## config.mk

```make
export PLATFORM = sky130hd
export DESIGN_NAME = otsu_ctrl
export DESIGN_NICKNAME = d
export VERILOG_FILES = /design/src/otsu_pkg.sv /design/src/otsu_ctrl.sv
export VERILOG_INCLUDE_DIRS = /design/src /design/src/src
export SDC_FILE = /design/constraint.sdc
export NUM_CORES = 1
export LEC_CHECK = 0
export BUFFER_PORTS_ARGS = -buffer_cell sky130_fd_sc_hd__buf_2
export CORE_AREA = 2 2 39 41
export CTS_BUF_LIST = sky130_fd_sc_hd__clkbuf_4
export DETAILED_ROUTE_END_ITERATION = 7
export DIE_AREA = 0 0 41 43
export PLACE_DENSITY = 0.76
export SKIP_LAST_GASP = 1
export SYNTH_ARGS = -nofsm -noshare
export SYNTH_HDL_FRONTEND = slang
export SYNTH_SLANG_ARGS = --single-unit
```

## constraint.sdc

```tcl
create_clock -name clk_i -period 2 [get_ports clk_i]
set_input_delay 0.4 -clock clk_i [delete_from_list [all_inputs] [get_ports clk_i]]
set_output_delay 0.4 -clock clk_i [all_outputs]
set_load 0.01 [all_outputs]
```

## src/otsu_threshold_macros.svh

```systemverilog
// Assertion macros shared by the otsu_threshold RTL.
// Each macro expects clk_i and rst_ni to be visible in the enclosing module.
`ifndef OTSU_THRESHOLD_MACROS_SVH
`define OTSU_THRESHOLD_MACROS_SVH

// The condition must hold in the same cycle as the trigger.
`define OTSU_ASSERT_SAME(lbl, ante, cons, msg) \
  lbl: assert property (@(posedge clk_i) disable iff (!rst_ni) (ante) |-> (cons)) \
    else $error(msg);

// The condition must hold in the cycle after the trigger.
`define OTSU_ASSERT_NEXT(lbl, ante, cons, msg) \
  lbl: assert property (@(posedge clk_i) disable iff (!rst_ni) (ante) |=> (cons)) \
    else $error(msg);

`endif

```

## src/otsu_pkg.sv

```systemverilog
// Shared types and constants for the otsu_threshold block.
// No dependencies; used by the controller, the datapath and the top level.
`default_nettype none

package otsu_pkg;

  // Gray levels and the width of a level index.
  localparam int unsigned LEVELS = 256;
  localparam int unsigned LVL_W  = 8;

  // Operations of the shared serial multiplier.
  typedef enum logic [2:0] {
    MUL_SW,   // total sum times w
    MUL_SN,   // partial sum times pixel count
    MUL_DEN,  // w times (N - w)
    MUL_D2,   // difference squared
    MUL_LHS,  // difference squared times best denominator
    MUL_RHS   // best difference squared times denominator
  } mul_op_e;

  // Commands from the controller to the datapath.
  typedef struct packed {
    logic    accept;
    logic    rd_sweep;
    logic    sw_init;
    logic    sw_add;
    logic    mul_start;
    mul_op_e mul_op;
    logic    cap_a;
    logic    cap_b;
    logic    cap_den;
    logic    cap_d2;
    logic    cap_lhs;
    logic    best_chk;
    logic    t_inc;
    logic    out_load;
  } otsu_cmd_t;

  // Status from the datapath to the controller.
  typedef struct packed {
    logic h_nz;
    logic w_zero;
    logic w_full;
    logic mul_done;
    logic t_last;
    logic out_free;
  } otsu_sts_t;

endpackage

`default_nettype wire

```

## src/otsu_ctrl.sv

```systemverilog
// Controller: accepts pixel beats, then sequences the level sweep and the
// multiplier operations. Depends on otsu_pkg and otsu_threshold_macros.svh.
`default_nettype none
`include "otsu_threshold_macros.svh"

module otsu_ctrl import otsu_pkg::*; (
  input  wire logic      clk_i,
  input  wire logic      rst_ni,
  input  wire logic      in_valid_i,
  input  wire logic      last_pixel_i,
  output logic           in_stall_o,
  input  wire otsu_sts_t sts_i,
  output otsu_cmd_t      cmd_o
);

  typedef enum logic [3:0] {
    ST_ACCUM,
    ST_DRAIN,
    ST_READ,
    ST_ADD,
    ST_CHECK,
    ST_MUL_SW,
    ST_MUL_SN,
    ST_MUL_DEN,
    ST_MUL_D2,
    ST_MUL_LHS,
    ST_MUL_RHS,
    ST_NEXT,
    ST_OUT
  } state_e;

  state_e state_q;
  logic   stall_q;
  logic   accept;
  logic   evaluate;

  assign accept   = in_valid_i && !stall_q;
  assign evaluate = sts_i.h_nz && !sts_i.w_zero && !sts_i.w_full;

  // State register and the registered input stall.
  always_ff @(posedge clk_i or negedge rst_ni) begin
    if (!rst_ni) begin
      state_q <= ST_ACCUM;
      stall_q <= 1'b0;
    end else begin
      unique case (state_q)
        ST_ACCUM: begin
          if (accept && last_pixel_i) begin
            state_q <= ST_DRAIN;
            stall_q <= 1'b1;
          end
        end
        ST_DRAIN: state_q <= ST_READ;
        ST_READ:  state_q <= ST_ADD;
        ST_ADD:   state_q <= ST_CHECK;
        ST_CHECK: state_q <= evaluate ? ST_MUL_SW : ST_NEXT;
        ST_MUL_SW: begin
          if (sts_i.mul_done) state_q <= ST_MUL_SN;
        end
        ST_MUL_SN: begin
          if (sts_i.mul_done) state_q <= ST_MUL_DEN;
        end
        ST_MUL_DEN: begin
          if (sts_i.mul_done) state_q <= ST_MUL_D2;
        end
        ST_MUL_D2: begin
          if (sts_i.mul_done) state_q <= ST_MUL_LHS;
        end
        ST_MUL_LHS: begin
          if (sts_i.mul_done) state_q <= ST_MUL_RHS;
        end
        ST_MUL_RHS: begin
          if (sts_i.mul_done) state_q <= ST_NEXT;
        end
        ST_NEXT: state_q <= sts_i.t_last ? ST_OUT : ST_READ;
        ST_OUT: begin
          if (sts_i.out_free) begin
            state_q <= ST_ACCUM;
            stall_q <= 1'b0;
          end
        end
        default: begin
          state_q <= ST_ACCUM;
          stall_q <= 1'b0;
        end
      endcase
    end
  end

  // Command decode from the current state and the datapath status.
  always_comb begin
    cmd_o           = '0;
    cmd_o.mul_op    = MUL_SW;
    cmd_o.accept    = accept;
    cmd_o.rd_sweep  = state_q == ST_READ;
    cmd_o.sw_init   = state_q == ST_DRAIN;
    cmd_o.sw_add    = state_q == ST_ADD;
    cmd_o.t_inc     = (state_q == ST_NEXT) && !sts_i.t_last;
    cmd_o.out_load  = (state_q == ST_OUT) && sts_i.out_free;
    unique case (state_q)
      ST_CHECK: begin
        cmd_o.mul_start = evaluate;
        cmd_o.mul_op    = MUL_SW;
      end
      ST_MUL_SW: begin
        cmd_o.cap_a     = sts_i.mul_done;
        cmd_o.mul_start = sts_i.mul_done;
        cmd_o.mul_op    = MUL_SN;
      end
      ST_MUL_SN: begin
        cmd_o.cap_b     = sts_i.mul_done;
        cmd_o.mul_start = sts_i.mul_done;
        cmd_o.mul_op    = MUL_DEN;
      end
      ST_MUL_DEN: begin
        cmd_o.cap_den   = sts_i.mul_done;
        cmd_o.mul_start = sts_i.mul_done;
        cmd_o.mul_op    = MUL_D2;
      end
      ST_MUL_D2: begin
        cmd_o.cap_d2    = sts_i.mul_done;
        cmd_o.mul_start = sts_i.mul_done;
        cmd_o.mul_op    = MUL_LHS;
      end
      ST_MUL_LHS: begin
        cmd_o.cap_lhs   = sts_i.mul_done;
        cmd_o.mul_start = sts_i.mul_done;
        cmd_o.mul_op    = MUL_RHS;
      end
      ST_MUL_RHS: begin
        cmd_o.best_chk  = sts_i.mul_done;
        cmd_o.mul_op    = MUL_RHS;
      end
      default: begin
        cmd_o.mul_start = 1'b0;
      end
    endcase
  end

  assign in_stall_o = stall_q;

  // The input closes right after the frame's final beat.
  `OTSU_ASSERT_NEXT(a_last_stalls, accept && last_pixel_i, in_stall_o, "input open after last beat")
  // The sweep is set up right after the frame's final beat.
  `OTSU_ASSERT_NEXT(a_init_after_last, accept && last_pixel_i, cmd_o.sw_init, "sweep not started")
  // The multiplier stays idle while pixels are being counted.
  `OTSU_ASSERT_SAME(a_no_mul_accum, !in_stall_o, !cmd_o.mul_start, "multiply while counting")

endmodule

`default_nettype wire

```

# After elaboration in Yosys (flattened, before gate mapping)
# Index checks and enable logic that the tools add are counted.
# Widths: inputs -> output; s select.
[op_classes]
add_sub_neg = 0
multipliers = 0
div = 0
magnitude_cmp = 0
n_eq_ne = 20
shifts = 0
n_mux = 22
bitwise_logic = 1
reduce_logical = 16
[ops]
columns = ["cell", "count"]
rows = [
  ["$pmux 4 s13", 1],
  ["$mux 4", 10],
  ["$eq 4x4->1 const B", 5],
  ["$eq 4x3->1 const B", 4],
  ["$ne 2x2->1 const B", 8],
  ["$pmux 3 s5", 1],
  ["$reduce_or 11->1", 1],
  ["$eq 4x2->1 const B", 2],
  ["$mux 1", 8],
  ["$reduce_and 8->1", 1],
  ["$logic_and 1x1->1", 6],
  ["$reduce_or 5->1", 1],
  ["$eq 4x1->1 const B", 1],
  ["$logic_not 1->1", 4],
  ["$logic_not 4->1", 1],
  ["$pmux 1 s3", 1],
  ["$reduce_and 3->1", 1],
  ["$pmux 1 s2", 1],
  ["$reduce_or 2->1", 1],
  ["$not 1->1", 1],
]
[totals]
ff_bits = 5
latchBits = 0
ramBits = 0
rom_bits = 0
in_bits = 10
output_inout_bits = 17
word_cells = 61
memories = 0

# Logic depth before layout (Yosys ltp)
[depth]
word_depth = 5
ltp_mapped = 6

# Least setup slack after synthesis
# No wires, ideal clock.
[synth_path]
path_type = "input port to output port"
from = "input port sts_i[4] (netlist bit)"
to = "output port cmd_o[11] (netlist bit)"
arrival_ns = 1.469
t_required_ns = 1.600
slack_ns = 0.131
stages = 4
n_path_buf = 0
cell_sequence = "or3b_1 > or3b_1 > a21oi_1 > a31o_1"
[synth_lines]
columns = ["item", "line_no", "text"]
rows = [
  ["start: declaration", "otsu_ctrl.sv:12", "input wire otsu_sts_t sts_i,"],
  ["end: declaration", "otsu_ctrl.sv:13", "output otsu_cmd_t cmd_o"],
]

==> flow_metrics.py <==
metrics = {
    "clocking": {
        "ctsRootBufferMaster": "sky130_fd_sc_hd__clkbuf_4",
        "htree_num_levels": 1,
        "clk_pin_slew_worst_paths_ps": 40,
        "clock_network_latency_to_the_later_pin_of_the_worst_skew_pair_ps": 240,
        "numCtsBuffers": 3,
        "cts_max_path_buffers": 2,
        "cts_tree": "yes",
        "clock-sinks": 5,
    },
    "global_routing": {
        "grt_pass1_wl_mm": 2.63,
        "grt.total_usage_pct": 21.7,
        "gr-total-overflow": 0,
        "number_of_global_route_vias_before_repair": 572,
        "largest_net_degree_at_the_start_of_global_routing": 20,
        "number_of_antenna_violations_at_the_first_check_in_global_routing": 0,
    },
    "worst_setup_path": {
        "critical-path-max-stage-delay_ps": 390,
        "timing.critical_path.arrival_ps": 1590,
        "worstPathRequired_ps": 1600,
        "timing.critical_path.cells": "buf_2 > or3b_1 > or3b_1 > a21oi_2 > a31o_1 > buf_2",
        "critical_path_cell_with_the_highest_stage_delay": "sky130_fd_sc_hd__or3b_1",
        "path_class": "in2out",
        "worstSetupEndpointType": "output port",
        "cp_num_buf_inv": 2,
        "cp-start-kind": "input pin",
        "timing.critical_path.fanout_max": 2,
        "cpLargestDelayFamily": "simple AND/OR/NAND/NOR gates",
    },
    "yosys": {
        "fraction_of_the_yosys_area_taken_by_sequential_cells_pct": 21.5,
        "synth.avg_cell_area_um2": 7.38,
        "mapped_cells": 79,
        "synth.lib_cells_used.distinct": 32,
        "flip_flop_and_latch_count_after_synthesis": 5,
        "nets_in_the_synthesized_netlist": 89,
        "post_synth_instance_area_um2": 583,
        "yosysWarnings": 0,
    },
    "timing": {
        "setup-tns-final_ps": 0,
        "max_slew_margin_pct": 67.4,
        "final_worst_clock_skew_ps": 0.531,
        "rsz0062_at_grt": "yes",
        "max_clock_freq_ghz": 0.503,
        "layout_min_cycle_time_ps": 1990,
        "final_min_period_over_clock_period_pct": 99.5,
        "setup_viol": 0,
        "pin_slew_with_the_least_headroom_to_its_limit_ps": 476,
        "report.final.hold_viol_count": 0,
        "drv_slew": 0,
    },
    "cells_and_area": {
        "final_net_count": 119,
        "final_util_pct": 56.7,
        "n_antenna_cell": 0,
        "flow.area_growth_from_synthesis_pct": 34.5,
        "post_layout_nonfiller_instances": 124,
        "final_layout_size_suffix_gt1_share_pct": 41.7,
    },
    "detailed_routing": {
        "route.final.wire_length_mm": 1.64,
        "drc": 0,
        "dr.first_iter.drc_count": 39,
        "drt-vias-per-instance": 5.51,
        "post_drt_wl_per_cell_um": 13.2,
        "detailroute.via_count": 683,
        "drt_pass1_iterations": 4,
        "drt.antenna.violating_nets": 0,
    },
    "place": {
        "placed_cells": 119,
        "gpl.final_weighted_congestion": 0.841,
        "place.detailed.hpwl_mm": 1.26,
        "port_bufs": 26,
    },
    "die": {
        "die_h_um": 43,
        "core_area_um2": 1380,
        "io_pins": 27,
        "effective_utilization_at_floorplan_pct": 42.1,
        "die_area_um2": 1760,
        "fp.dieW_um": 41,
        "rows": 14,
    },
    "power": {
        "power_per_cell_area_nw_per_um2": 1670,
        "leakagePower_nw": 0.389,
        "peakVddDrop_mv": 0.559,
    },
    "hold_path": {
        "hold_class": "in2reg",
    },
    "flow_run": {
        "max-cap-violations": 0,
    },
    "run_status": {
        "outcome": "completed",
    },
}
-- worst min-delay path: cells and delay by family --
kind            cells  cell delay (ps)
compound gates      2              140
buf+inv             1               90
simple gates        1               60
-- cell usage after synthesis --
| library cell | n | area (um^2) |
|---|---|---|
| sky130_fd_sc_hd__a2111oi_0 | 1 | 8.76 |
| sky130_fd_sc_hd__a211oi_1 | 1 | 7.51 |
| sky130_fd_sc_hd__a21o_1 | 1 | 7.51 |
| sky130_fd_sc_hd__a21oi_1 | 8 | 40.0 |
| sky130_fd_sc_hd__a221o_1 | 1 | 10.0 |
| sky130_fd_sc_hd__a22oi_1 | 1 | 7.51 |
| sky130_fd_sc_hd__a31o_1 | 1 | 8.76 |
| sky130_fd_sc_hd__a31oi_1 | 1 | 6.26 |
| sky130_fd_sc_hd__and2_1 | 2 | 12.5 |
| sky130_fd_sc_hd__and3b_1 | 1 | 8.76 |
| sky130_fd_sc_hd__buf_2 | 2 | 10.0 |
| sky130_fd_sc_hd__buf_4 | 1 | 7.51 |
| sky130_fd_sc_hd__buf_6 | 1 | 11.3 |
| sky130_fd_sc_hd__clkbuf_1 | 5 | 18.8 |
| sky130_fd_sc_hd__dfrtp_1 | 5 | 125 |
| sky130_fd_sc_hd__inv_1 | 1 | 3.75 |
| sky130_fd_sc_hd__inv_2 | 1 | 3.75 |
| sky130_fd_sc_hd__mux2_4 | 3 | 45.0 |
| sky130_fd_sc_hd__nand2_1 | 5 | 18.8 |
| sky130_fd_sc_hd__nand2b_1 | 4 | 25.0 |
| sky130_fd_sc_hd__nand3_1 | 1 | 5.00 |
| sky130_fd_sc_hd__nor2_1 | 12 | 45.0 |
| sky130_fd_sc_hd__nor2b_1 | 3 | 18.8 |
| sky130_fd_sc_hd__nor3_1 | 5 | 25.0 |
| sky130_fd_sc_hd__nor3b_1 | 1 | 7.51 |
| sky130_fd_sc_hd__o21ai_0 | 2 | 10.0 |
| sky130_fd_sc_hd__o21ai_1 | 3 | 15.0 |
| sky130_fd_sc_hd__o221ai_4 | 1 | 26.3 |
| sky130_fd_sc_hd__o32ai_1 | 1 | 8.76 |
| sky130_fd_sc_hd__or2_1 | 1 | 6.26 |
| sky130_fd_sc_hd__or3b_1 | 2 | 17.5 |
| sky130_fd_sc_hd__or4_4 | 1 | 11.3 |
-- worst paths after layout --
| kind | start | endpoint | slack (ps) | cells past startpoint |
|---|---|---|---|---|
| max in group asynchronous | rst_ni | state_q[0] | 1350 | 2 |
| min reg2reg | in_stall_o | in_stall_o | 590 | 2 |
| max | sts_i[3] | cmd_o[11] | 10 | 6 |
| min in group asynchronous | rst_ni | in_stall_o | 530 | 2 |
| min | sts_i[0] | in_stall_o | 500 | 4 |
| max reg2reg | state_q[2] | state_q[3] | 300 | 4 |
-- timing repair --
item                       4_1_cts  5_1_grt
pin swaps                        3        0
resized for setup                0        2
hold buffers                     1        0
buffers inserted                 0        0
setup endpoints to repair        1        1
hold endpoints to repair         5        0
-- power breakdown --
| part | internal [mW] | switching, mW | total [mW] |
|---|---|---|---|
| combinational | 0.449 | 0.546 | 0.995 |
| sequential | 0.155 | 0.0293 | 0.185 |
| clock | 0.0889 | 0.0406 | 0.129 |
| total | 0.693 | 0.616 | 1.31 |
-- sequential cells by signal, indices dropped and copies added, names as in the netlist --
register and count:
state_q 4, in_stall_o 1
-- cell families after synthesis --
logic type             Yosys count  synth area share [%]
and+or+nand+nor                 38                  34.5
AOI/OAI and AO/OA               22                  26.8
buffers and inverters           11                  9.44
DFF                              5                  21.5
muxes                            3                  7.72
-- routing by layer --
| metal | up-vias | track usage (%) | routed length (um) |
|---|---|---|---|
| met5 | - | 0 | 0 |
| met4 | 0 | 5.33 | 16 |
| met3 | 3 | 3.66 | 80 |
| met2 | 21 | 34.4 | 868 |
| met1 | 320 | 29.4 | 672 |
| li1 | 339 | - | - |
-- final cells by class --
cell class / instances / area (um^2)
multi-input combinational: 63 / 409
clock buffer: 4 / 30.0
fill: 127 / 599
tap: 16 / 20.0
inverter: 2 / 7.51
sequential: 5 / 125
timing repair buffer: 34 / 193
-- cell usage in the layout, fill, tap and decap left out, types with 2 or more instances in the layout --
| cell type | n |
|---|---|
| sky130_fd_sc_hd__dfrtp_1 | 5 |
| sky130_fd_sc_hd__or3b_1 | 2 |
| sky130_fd_sc_hd__buf_4 | 7 |
| sky130_fd_sc_hd__nand2_1 | 5 |
| sky130_fd_sc_hd__clkbuf_4 | 4 |
| sky130_fd_sc_hd__buf_2 | 26 |
| sky130_fd_sc_hd__o21ai_0 | 2 |
| sky130_fd_sc_hd__nor3_1 | 5 |
| sky130_fd_sc_hd__and2_1 | 2 |
| sky130_fd_sc_hd__nand2b_1 | 4 |
| sky130_fd_sc_hd__nor2_1 | 12 |
| sky130_fd_sc_hd__o21ai_1 | 3 |
| sky130_fd_sc_hd__mux2_4 | 3 |
| sky130_fd_sc_hd__a21oi_1 | 7 |
| sky130_fd_sc_hd__nor2b_1 | 2 |
-- stage by stage --
step                instance area (um^2)  hold WS (ps)  worst slack [ps]  total power, mW
finish                               785           503              10.5             1.31
global route                         785           510             -42.3             1.42
CTS                                  778           508              1.20             1.30
detailed placement                   738           215             -40.0             1.16
global placement                     738           215              3.52             1.13
floorplan                            583           104               131            0.908
Power figures use the tool's default switching activity.
